### src/hdl/hcalc_pkg.sv
// Shared definitions for the hex calculator: key codes, operation codes,
// controller states and the command/status structs between control and datapath.
// No dependencies.
package hcalc_pkg;

    localparam int DATA_W = 32;
    localparam int KEY_W  = 8;

    localparam logic [DATA_W-1:0] DIGIT_LIMIT = 32'h0FFF_FFFF;
    localparam logic [DATA_W-1:0] ALL_ONES    = 32'hFFFF_FFFF;

    localparam logic [KEY_W-1:0] KEY_BS  = 8'h08;
    localparam logic [KEY_W-1:0] KEY_ESC = 8'h1B;

    localparam logic [KEY_W-1:0] OP_EQ  = 8'h3D;
    localparam logic [KEY_W-1:0] OP_ADD = 8'h2B;
    localparam logic [KEY_W-1:0] OP_SUB = 8'h2D;
    localparam logic [KEY_W-1:0] OP_MUL = 8'h2A;
    localparam logic [KEY_W-1:0] OP_AND = 8'h26;
    localparam logic [KEY_W-1:0] OP_OR  = 8'h7C;
    localparam logic [KEY_W-1:0] OP_XOR = 8'h5E;
    localparam logic [KEY_W-1:0] OP_SHL = 8'h3C;
    localparam logic [KEY_W-1:0] OP_SHR = 8'h3E;
    localparam logic [KEY_W-1:0] OP_DIV = 8'h2F;
    localparam logic [KEY_W-1:0] OP_MOD = 8'h25;

    typedef enum logic [1:0] {
        KIND_DIGIT,
        KIND_BACKSPACE,
        KIND_ESCAPE,
        KIND_OP
    } key_kind_t;

    typedef enum logic [2:0] {
        ST_IDLE,
        ST_DECIDE,
        ST_MD_START,
        ST_MD_WAIT,
        ST_OUTPUT
    } ctrl_state_t;

    typedef struct packed {
        logic load_key;
        logic md_start;
        logic exec;
        logic emit;
    } dp_cmd_t;

    typedef struct packed {
        key_kind_t kind;
        logic      need_md;
        logic      md_busy;
        logic      out_free;
    } dp_status_t;

endpackage

### src/hdl/hex_calculator_keypad_alu.sv
// Top level of the 32-bit hexadecimal key-entry calculator.
// Depends on hcalc_pkg, hcalc_ctrl, hcalc_dp (which holds hcalc_muldiv).
//
//  channel   dir  tdata                 tuser
//  s_        in   [7:0] key             -
//  m_        out  [31:0] display        [0] alarm, [1] display_updated
//
// A key passes IDLE, DECIDE and OUTPUT from acceptance to the next ready; a
// pending *, / or % adds MD_START and MD_WAIT (32 shift-add/subtract iterations).
// Reset: aresetn synchronous, active low; clears number, operand, pending '='.
// Output register holds one result; a stalled m_ side holds the controller
// before handoff and so blocks the next key.
module hex_calculator_keypad_alu import hcalc_pkg::*; (
    input  logic        aclk,
    input  logic        aresetn,
    input  logic        s_tvalid,
    output logic        s_tready,
    input  logic [7:0]  s_tdata,   // [7:0] key
    output logic        m_tvalid,
    input  logic        m_tready,
    output logic [31:0] m_tdata,   // [31:0] display
    output logic [1:0]  m_tuser    // [0] alarm, [1] display_updated
);

    dp_cmd_t    cmd;
    dp_status_t status;
    logic       alarm;
    logic       updated;

    hcalc_ctrl u_ctrl (
        .aclk     (aclk),
        .aresetn  (aresetn),
        .in_valid (s_tvalid),
        .in_ready (s_tready),
        .status   (status),
        .cmd      (cmd)
    );

    hcalc_dp u_dp (
        .aclk      (aclk),
        .aresetn   (aresetn),
        .cmd       (cmd),
        .status    (status),
        .s_key     (s_tdata),
        .m_valid   (m_tvalid),
        .m_ready   (m_tready),
        .m_display (m_tdata),
        .m_alarm   (alarm),
        .m_updated (updated)
    );

    assign m_tuser = {updated, alarm};

`ifndef SYNTHESIS
    a_no_key_during_md: assert property (@(posedge aclk) disable iff (!aresetn)
        status.md_busy |-> !s_tready)
        else $error("key accepted while mul/div busy");

    a_alarm_excl: assert property (@(posedge aclk) disable iff (!aresetn)
        m_tvalid |-> !(m_tuser[0] && m_tuser[1]))
        else $error("alarm and display_updated both set");

    a_emit_room: assert property (@(posedge aclk) disable iff (!aresetn)
        cmd.emit |-> (!m_tvalid || m_tready))
        else $error("result handed off over a held transaction");

    a_md_start_busy: assert property (@(posedge aclk) disable iff (!aresetn)
        cmd.md_start |=> status.md_busy)
        else $error("mul/div unit did not start");
`endif

endmodule

### src/hdl/hcalc_muldiv.sv
// Iterative 32-bit multiplier (low word) and restoring divider, one bit a cycle.
// Depends on hcalc_pkg.
module hcalc_muldiv import hcalc_pkg::*; (
    input  logic              aclk,
    input  logic              aresetn,
    input  logic              start,
    input  logic              is_mul,
    input  logic [DATA_W-1:0] a,
    input  logic [DATA_W-1:0] b,
    output logic              busy,
    output logic [DATA_W-1:0] hi,    // product, or remainder
    output logic [DATA_W-1:0] lo     // quotient
);

    localparam int CNT_W = $clog2(DATA_W);
    localparam logic [CNT_W-1:0] CNT_LAST = CNT_W'(DATA_W - 1);

    logic              busy_reg;
    logic              mul_reg;
    logic [CNT_W-1:0]  cnt_reg;
    logic [DATA_W-1:0] hi_reg, hi_next;
    logic [DATA_W-1:0] lo_reg, lo_next;
    logic [DATA_W-1:0] opb_reg, opb_next;

    logic [DATA_W:0]   rem_shift;
    logic [DATA_W:0]   diff;

    always_comb begin
        rem_shift = {hi_reg, lo_reg[DATA_W-1]};
        diff      = rem_shift - {1'b0, opb_reg};
        if (mul_reg) begin
            hi_next  = lo_reg[0] ? hi_reg + opb_reg : hi_reg;
            lo_next  = {1'b0, lo_reg[DATA_W-1:1]};
            opb_next = {opb_reg[DATA_W-2:0], 1'b0};
        end else begin
            opb_next = opb_reg;
            if (!diff[DATA_W]) begin
                hi_next = diff[DATA_W-1:0];
                lo_next = {lo_reg[DATA_W-2:0], 1'b1};
            end else begin
                hi_next = rem_shift[DATA_W-1:0];
                lo_next = {lo_reg[DATA_W-2:0], 1'b0};
            end
        end
    end

    always_ff @(posedge aclk) begin
        if (!aresetn) begin
            busy_reg <= 1'b0;
            cnt_reg  <= '0;
        end else if (start) begin
            busy_reg <= 1'b1;
            cnt_reg  <= '0;
        end else if (busy_reg) begin
            cnt_reg <= cnt_reg + 1'b1;
            if (cnt_reg == CNT_LAST) begin
                busy_reg <= 1'b0;
            end
        end
    end

    always_ff @(posedge aclk) begin
        if (start) begin
            mul_reg <= is_mul;
            hi_reg  <= '0;
            lo_reg  <= is_mul ? b : a;
            opb_reg <= is_mul ? a : b;
        end else if (busy_reg) begin
            hi_reg  <= hi_next;
            lo_reg  <= lo_next;
            opb_reg <= opb_next;
        end
    end

    assign busy = busy_reg;
    assign hi   = hi_reg;
    assign lo   = lo_reg;

endmodule

### src/hdl/hcalc_dp.sv
// Calculator datapath: key decode, number entry, ALU and output register.
// Depends on hcalc_pkg and hcalc_muldiv.
module hcalc_dp import hcalc_pkg::*; (
    input  logic              aclk,
    input  logic              aresetn,
    input  dp_cmd_t           cmd,
    output dp_status_t        status,
    input  logic [KEY_W-1:0]  s_key,
    output logic              m_valid,
    input  logic              m_ready,
    output logic [DATA_W-1:0] m_display,
    output logic              m_alarm,
    output logic              m_updated
);

    logic [DATA_W-1:0] cur_reg, cur_next;
    logic [DATA_W-1:0] first_reg, first_next;
    logic [KEY_W-1:0]  pend_reg, pend_next;
    logic              start_reg, start_next;
    logic [KEY_W-1:0]  key_reg;
    logic              alarm_reg, alarm_next;
    logic              upd_reg, upd_next;

    logic              out_valid_reg;
    logic [DATA_W-1:0] out_disp_reg;
    logic              out_alarm_reg;
    logic              out_upd_reg;

    logic [KEY_W-1:0]  key_fold;
    logic              is_digit;
    logic [3:0]        digit;
    key_kind_t         kind;
    logic              md_op;
    logic              md_busy;
    logic [DATA_W-1:0] md_hi, md_lo;
    logic [DATA_W-1:0] alu_res;
    logic [DATA_W-1:0] base;
    logic              big_shift;

    // lowercase letters fold to uppercase on entry
    always_comb begin
        key_fold = s_key;
        if (s_key >= 8'h61 && s_key <= 8'h7A) begin
            key_fold = s_key - 8'h20;
        end
    end

    always_comb begin
        is_digit = 1'b0;
        digit    = '0;
        if (key_reg >= 8'h30 && key_reg <= 8'h39) begin
            is_digit = 1'b1;
            digit    = 4'(key_reg - 8'h30);
        end else if (key_reg >= 8'h41 && key_reg <= 8'h46) begin
            is_digit = 1'b1;
            digit    = 4'(key_reg - 8'h37);
        end
    end

    always_comb begin
        if (key_reg == KEY_BS) begin
            kind = KIND_BACKSPACE;
        end else if (key_reg == KEY_ESC) begin
            kind = KIND_ESCAPE;
        end else if (is_digit) begin
            kind = KIND_DIGIT;
        end else begin
            kind = KIND_OP;
        end
    end

    assign md_op = (pend_reg == OP_MUL) || (pend_reg == OP_DIV) || (pend_reg == OP_MOD);

    hcalc_muldiv u_muldiv (
        .aclk    (aclk),
        .aresetn (aresetn),
        .start   (cmd.md_start),
        .is_mul  (pend_reg == OP_MUL),
        .a       (first_reg),
        .b       (cur_reg),
        .busy    (md_busy),
        .hi      (md_hi),
        .lo      (md_lo)
    );

    assign big_shift = |cur_reg[DATA_W-1:5];

    always_comb begin
        case (pend_reg)
            OP_EQ:   alu_res = cur_reg;
            OP_ADD:  alu_res = first_reg + cur_reg;
            OP_SUB:  alu_res = first_reg - cur_reg;
            OP_MUL:  alu_res = md_hi;
            OP_AND:  alu_res = first_reg & cur_reg;
            OP_OR:   alu_res = first_reg | cur_reg;
            OP_XOR:  alu_res = first_reg ^ cur_reg;
            OP_SHL:  alu_res = big_shift ? '0 : first_reg << cur_reg[4:0];
            OP_SHR:  alu_res = big_shift ? '0 : first_reg >> cur_reg[4:0];
            OP_DIV:  alu_res = (cur_reg != '0) ? md_lo : ALL_ONES;
            OP_MOD:  alu_res = (cur_reg != '0) ? md_hi : ALL_ONES;
            default: alu_res = '0;
        endcase
    end

    always_comb begin
        cur_next   = cur_reg;
        first_next = first_reg;
        pend_next  = pend_reg;
        start_next = start_reg;
        alarm_next = 1'b0;
        upd_next   = 1'b0;
        base       = start_reg ? '0 : cur_reg;
        case (kind)
            KIND_BACKSPACE: begin
                cur_next = {4'h0, cur_reg[DATA_W-1:4]};
                upd_next = 1'b1;
            end
            KIND_ESCAPE: begin
                cur_next = '0;
                upd_next = 1'b1;
            end
            KIND_DIGIT: begin
                if (start_reg) begin
                    first_next = cur_reg;
                end
                start_next = 1'b0;
                if (base <= DIGIT_LIMIT) begin
                    cur_next = {base[DATA_W-5:0], digit};
                    upd_next = 1'b1;
                end else begin
                    cur_next   = base;
                    alarm_next = 1'b1;
                end
            end
            KIND_OP: begin
                if (!start_reg) begin
                    cur_next = alu_res;
                    upd_next = 1'b1;
                end
                start_next = 1'b1;
                pend_next  = key_reg;
            end
            default: begin
                cur_next = cur_reg;
            end
        endcase
    end

    always_ff @(posedge aclk) begin
        if (cmd.load_key) begin
            key_reg <= key_fold;
        end
        if (cmd.exec) begin
            alarm_reg <= alarm_next;
            upd_reg   <= upd_next;
        end
        if (cmd.emit) begin
            out_disp_reg  <= cur_reg;
            out_alarm_reg <= alarm_reg;
            out_upd_reg   <= upd_reg;
        end
    end

    always_ff @(posedge aclk) begin
        if (!aresetn) begin
            cur_reg   <= '0;
            first_reg <= '0;
            pend_reg  <= OP_EQ;
            start_reg <= 1'b1;
        end else if (cmd.exec) begin
            cur_reg   <= cur_next;
            first_reg <= first_next;
            pend_reg  <= pend_next;
            start_reg <= start_next;
        end
    end

    always_ff @(posedge aclk) begin
        if (!aresetn) begin
            out_valid_reg <= 1'b0;
        end else if (cmd.emit) begin
            out_valid_reg <= 1'b1;
        end else if (m_ready) begin
            out_valid_reg <= 1'b0;
        end
    end

    assign status.kind     = kind;
    assign status.need_md  = (kind == KIND_OP) && !start_reg && md_op;
    assign status.md_busy  = md_busy;
    assign status.out_free = !out_valid_reg || m_ready;

    assign m_valid   = out_valid_reg;
    assign m_display = out_disp_reg;
    assign m_alarm   = out_alarm_reg;
    assign m_updated = out_upd_reg;

endmodule

### src/hdl/hcalc_ctrl.sv
// Calculator controller: sequences key load, execute, mul/div wait and result handoff.
// Depends on hcalc_pkg.
module hcalc_ctrl import hcalc_pkg::*; (
    input  logic       aclk,
    input  logic       aresetn,
    input  logic       in_valid,
    output logic       in_ready,
    input  dp_status_t status,
    output dp_cmd_t    cmd
);

    ctrl_state_t state_reg, state_next;

    always_ff @(posedge aclk) begin
        if (!aresetn) begin
            state_reg <= ST_IDLE;
        end else begin
            state_reg <= state_next;
        end
    end

    always_comb begin
        state_next = state_reg;
        case (state_reg)
            ST_IDLE: begin
                if (in_valid) begin
                    state_next = ST_DECIDE;
                end
            end
            ST_DECIDE: begin
                state_next = status.need_md ? ST_MD_START : ST_OUTPUT;
            end
            ST_MD_START: begin
                state_next = ST_MD_WAIT;
            end
            ST_MD_WAIT: begin
                if (!status.md_busy) begin
                    state_next = ST_OUTPUT;
                end
            end
            ST_OUTPUT: begin
                if (status.out_free) begin
                    state_next = ST_IDLE;
                end
            end
            default: begin
                state_next = ST_IDLE;
            end
        endcase
    end

    always_comb begin
        cmd      = '0;
        in_ready = 1'b0;
        case (state_reg)
            ST_IDLE: begin
                in_ready     = 1'b1;
                cmd.load_key = in_valid;
            end
            ST_DECIDE: begin
                cmd.exec = !status.need_md;
            end
            ST_MD_START: begin
                cmd.md_start = 1'b1;
            end
            ST_MD_WAIT: begin
                cmd.exec = !status.md_busy;
            end
            ST_OUTPUT: begin
                cmd.emit = status.out_free;
            end
            default: begin
                cmd = '0;
            end
        endcase
    end

endmodule
### config.mk
export PLATFORM = sky130hd
export DESIGN_NAME = hex_calculator_keypad_alu
export DESIGN_NICKNAME = d
export VERILOG_FILES = /design/src/hdl/hcalc_pkg.sv /design/src/hdl/hex_calculator_keypad_alu.sv /design/src/hdl/hcalc_muldiv.sv /design/src/hdl/hcalc_dp.sv /design/src/hdl/hcalc_ctrl.sv
export SDC_FILE = /design/constraint.sdc
export NUM_CORES = 1
export LEC_CHECK = 0
export BUFFER_PORTS_ARGS = -buffer_cell sky130_fd_sc_hd__buf_2
export CAP_MARGIN = 20
export CORE_ASPECT_RATIO = 1.1
export CORE_MARGIN = 1.5
export CORE_UTILIZATION = 41
export DETAILED_ROUTE_END_ITERATION = 8
export SLEW_MARGIN = 10
export SYNTH_ARGS = -nofsm -noshare
export SYNTH_HDL_FRONTEND = slang
export SYNTH_HIERARCHICAL = 1
export SYNTH_SLANG_ARGS = --single-unit
export TNS_END_PERCENT = 5
### constraint.sdc
create_clock -name aclk -period 12.7 [get_ports aclk]
set_clock_uncertainty 0.1 [all_clocks]
set_input_delay 1.905 -clock aclk [delete_from_list [all_inputs] [get_ports aclk]]
set_output_delay 1.905 -clock aclk [all_outputs]
set_load 0.05 [all_outputs]
==> flow_metrics.env <==
export IMPL_synth_seq_cells=224
export IMPL_hpwl_um=68300
export IMPL_root_buffer="clkbuf_16"
export IMPL_drtPass1Iterations=6
export IMPL_use_met3_pct=3.99
export IMPL_p_seq_share_pct=34.4
export IMPL_synth_mux_area_share_pct=10.2
export IMPL_syn_avg_cell_area_sq_um=7.88
export IMPL_crit_family="compound AO/OA/AOI/OAI gates"
export IMPL_seq_area_frac_synth_pct=24.6
export IMPL_crit_buf_inv=2
export IMPL_drc=0
export IMPL_synthDistinctLibCells=98
export IMPL_dieArea_sq_mm=0.0567
export IMPL_n_antenna_cell=0
export IMPL_vias=23200
export IMPL_grt_max_degree=96
export IMPL_hp_class="register to register"
export IMPL_grt_use_met1_pct=44.7
export IMPL_async_flop_share_pct=0
export IMPL_die_y_um=250
export IMPL_cts_max_path_buffers=3
export IMPL_grt_pass1_vias=21500
export IMPL_h_tree_depth=1
export IMPL_setup_worst_path_start_class="register"
export IMPL_cts_setup_buffers=0
export IMPL_preCtsSetupSlack_ns=6.40
export IMPL_start_util_pct=41.4
export IMPL_arrival_ns=6.49
export IMPL_postRouteAntennaNets=0
export IMPL_synthSimpleGateAreaFrac_pct=17.5
export IMPL_drive_above_1_share_pct=9.26
export IMPL_cts_hold_buffers=0
export IMPL_ios=48
export IMPL_fin_crit_sh_pct=48.1
export IMPL_multiInputGateArea_sq_mm=0.0158
export IMPL_fmax_mhz=164
export IMPL_cts_tree="yes"
export IMPL_drv_slew=0
export IMPL_synthXorXnorAreaFrac_pct=4.36
export IMPL_clockPowerShare_pct=36.3
export IMPL_clk_pin_slew_ns=0.07
export IMPL_cp_max_fo=13
export IMPL_gr_max_usage_layer="met2"
export IMPL_sw_frac_of_total_pct=36.0
export IMPL_insertion_delay_ns=0.59
export IMPL_synth_ff_type="dfxtp_1"
export IMPL_grt_pass1_wl_um=140000
export IMPL_synthAdderAreaFrac_pct=9.53
export IMPL_tightest_slew_ns=1.16
export IMPL_crit_chain="inv_1 -> ha_1 -> o21bai_1 -> a2111oi_1 -> a41oi_1 -> nand2_1 -> inv_1 -> ha_1 -> and3_1 -> nand2b_4 -> and3_2 -> a21boi_0 -> o31a_1 -> nand2_1 -> nand2_1 -> o21ai_0 -> a2111oi_0 -> o2111ai_1 -> o221a_2"
export IMPL_required_ns=13.08
export IMPL_crit_top_cell="nand2_1"
export IMPL_fillCellCount=5475
export IMPL_viasPerCell=6.54
export IMPL_finalCriticalPeriod_ns=6.11
export IMPL_critPathKind="register to register"
export IMPL_die_w_um=227
export IMPL_p_per_area_mw_per_mm2=100
export IMPL_p_leak_nw=9.11
export IMPL_io_buffers=47
export IMPL_p_comb_share_pct=29.3
export IMPL_synth_edff_count=109
export IMPL_track_usage_pct=32.5
export IMPL_end_kind="register"
export IMPL_synth_compound_area_share_pct=27.6
export IMPL_irDropWorstVdd_v=0.000106
export IMPL_synth_top_family_by_area="compound AO/OA/AOI/OAI gates"
export IMPL_status="complete, no violations"
export IMPL_finalWorstSetupSlack_ns=6.59
export IMPL_finalNetCount=2968
export IMPL_cts_sinks=224
export IMPL_fin_tns_setup_ns=0
export IMPL_switching_power_mw=0.883
export IMPL_rsz0062_at_grt="no"
export IMPL_final_util_pct=44.7
export IMPL_yosysWarnings=6
export IMPL_gp_congestion=0.971
export IMPL_gr_total_overflow=0
export IMPL_use_met2_pct=50.7
export IMPL_antenna_found_initial=0
export IMPL_synth_fp_nets=3061
export IMPL_crit_path_max_incr_delay_ns=0.90
export IMPL_critPathSlowestCell="a2111oi_1"
export IMPL_p_int_mw=1.57
export IMPL_setup_violations=0
export IMPL_ctsResizeCount=0
export IMPL_wl_um=94500
export IMPL_hold_violations=0
export IMPL_area_sequential_sq_mm=0.00558
export IMPL_coreArea_sq_mm=0.0547
export IMPL_area_delta_synth_final_pct=7.85
export IMPL_drv_cap=0
export IMPL_syn_inst=2878
export IMPL_rows=90
export IMPL_cts_buffers=29
export IMPL_relSlewSlack_pct=22.2
export IMPL_netlist_area_sq_mm=0.0227
export IMPL_wire_per_inst_um=26.7
export IMPL_first_iter_violations=3195
[cells in the final DEF (no fill, tap or decap), types with 77 or more instances in the layout]
master	count
nor2_1	233
o21ai_0	201
ha_1	168
edfxtp_1	109
xnor2_1	77
mux2i_1	126
inv_1	128
dfxtp_1	110
a211oi_1	77
nand2_1	309
a21oi_1	303
[worst register-to-register path, cell delays in order (launching register included)]
cell,delay [ns]
edfxtp_1,0.48
inv_1,0.13
ha_1,0.22
o21bai_1,0.09
a2111oi_1,0.90
a41oi_1,0.22
nand2_1,0.17
inv_1,0.06
ha_1,0.34
and3_1,0.26
nand2b_4,0.08
and3_2,0.27
a21boi_0,0.40
o31a_1,0.48
nand2_1,0.47
nand2_1,0.18
o21ai_0,0.12
a2111oi_0,0.53
o2111ai_1,0.20
o221a_2,0.29
[layout make-up]
| class | count | share of cell area (%) |
|---|---|---|
| Clock buffer | 35 | 3.27 |
| Multi-Input combinational cell | 2299 | 64.7 |
| Sequential cell | 224 | 22.8 |
| Tap cell | 736 | 3.76 |
| Inverter | 132 | 2.03 |
| Timing Repair Buffer | 99 | 2.56 |
| Clock inverter | 19 | 0.854 |
[cells by family (layout without fill, tap and decap cells)]
logic type	count (synthesis)	after routing
buffers and inverters	355	285
XOR/XNOR	113	113
adder cells (fa/ha/maj)	171	171
multiplexers	180	180
flip-flops	224	224
AND/OR/NAND/NOR	862	862
AO/OA/AOI/OAI	973	973
[synthesized netlist by cell type (10+ instances only)]
master / number / share of area (%)
nand2_1: 309 / 5.1
a21oi_1: 303 / 6.7
nor2_1: 236 / 3.9
o21ai_0: 201 / 4.4
clkbuf_1: 178 / 2.9
ha_1: 168 / 9.3
inv_1: 128 / 2.1
mux2i_1: 126 / 5.6
dfxtp_1: 115 / 10
edfxtp_1: 109 / 14
xnor2_1: 78 / 3.0
a211oi_1: 77 / 2.5
nor3_1: 57 / 1.3
nand3_1: 56 / 1.2
nor2b_1: 47 / 1.3
a21o_1: 46 / 1.5
mux4_2: 40 / 4.0
a221oi_1: 36 / 1.4
xor2_1: 35 / 1.4
a31oi_1: 33 / 0.91
nand2b_1: 31 / 0.86
o211ai_1: 30 / 0.99
buf_1: 28 / 0.46
nand4_1: 25 / 0.69
a22oi_1: 21 / 0.70
and3_1: 20 / 0.55
o21a_1: 20 / 0.66
or3_1: 18 / 0.50
a22o_1: 17 / 0.66
o31ai_1: 17 / 0.56
o21ai_1: 15 / 0.33
o22ai_1: 15 / 0.41
a2111oi_0: 14 / 0.54
mux2_2: 14 / 0.70
o221ai_1: 13 / 0.50
a221o_1: 12 / 0.53
a211o_1: 11 / 0.42
and2_1: 11 / 0.30
buf_2: 10 / 0.22
[through the flow]
| step | total power [mW] | std cells | instance area (sq um) | hold slack (ns) |
|---|---|---|---|---|
| after floorplan | 1.35 | 2878 | 22700 | 0.300 |
| after global placement | 1.54 | 3490 | 23500 | 0.304 |
| after detailed placement | 1.55 | 3490 | 23500 | 0.316 |
| after CTS | 2.44 | 3544 | 24500 | 0.329 |
| after global routing | 2.54 | 3544 | 24500 | 0.336 |
| final | 2.45 | 3544 | 24500 | 0.332 |
[routing by layer]
metal	vias up	part of all wire [%]
met2	1287	45
met3	259	8.7
met5	-	0
li1	10500	-
met1	11200	42
met4	0	5.1
[power groups by stage]
stage / Clock [mW] / Sequential, mW / Combinational (mW)
4_1_cts: 0.898 / 0.840 / 0.701
5_1_grt: 0.923 / 0.846 / 0.774
2_1_floorplan: 0 / 0.833 / 0.517
3_3_place_gp: 0 / 0.854 / 0.689
6_report: 0.889 / 0.844 / 0.718
3_5_place_dp: 0 / 0.856 / 0.695
[final timing paths]
kind / cells past startpoint / endpoint / slack, ns / from
worst min-delay path: 0 / u_dp/m_alarm / 0.33 / u_dp/alarm_reg
worst max-delay path: 19 / u_dp/cur_reg[7] / 6.59 / u_dp/key_reg[0]
worst max register to register: 19 / u_dp/cur_reg[7] / 6.59 / u_dp/key_reg[0]
worst min register to register: 0 / u_dp/m_alarm / 0.33 / u_dp/alarm_reg
Power figures use the tool's default switching activity.
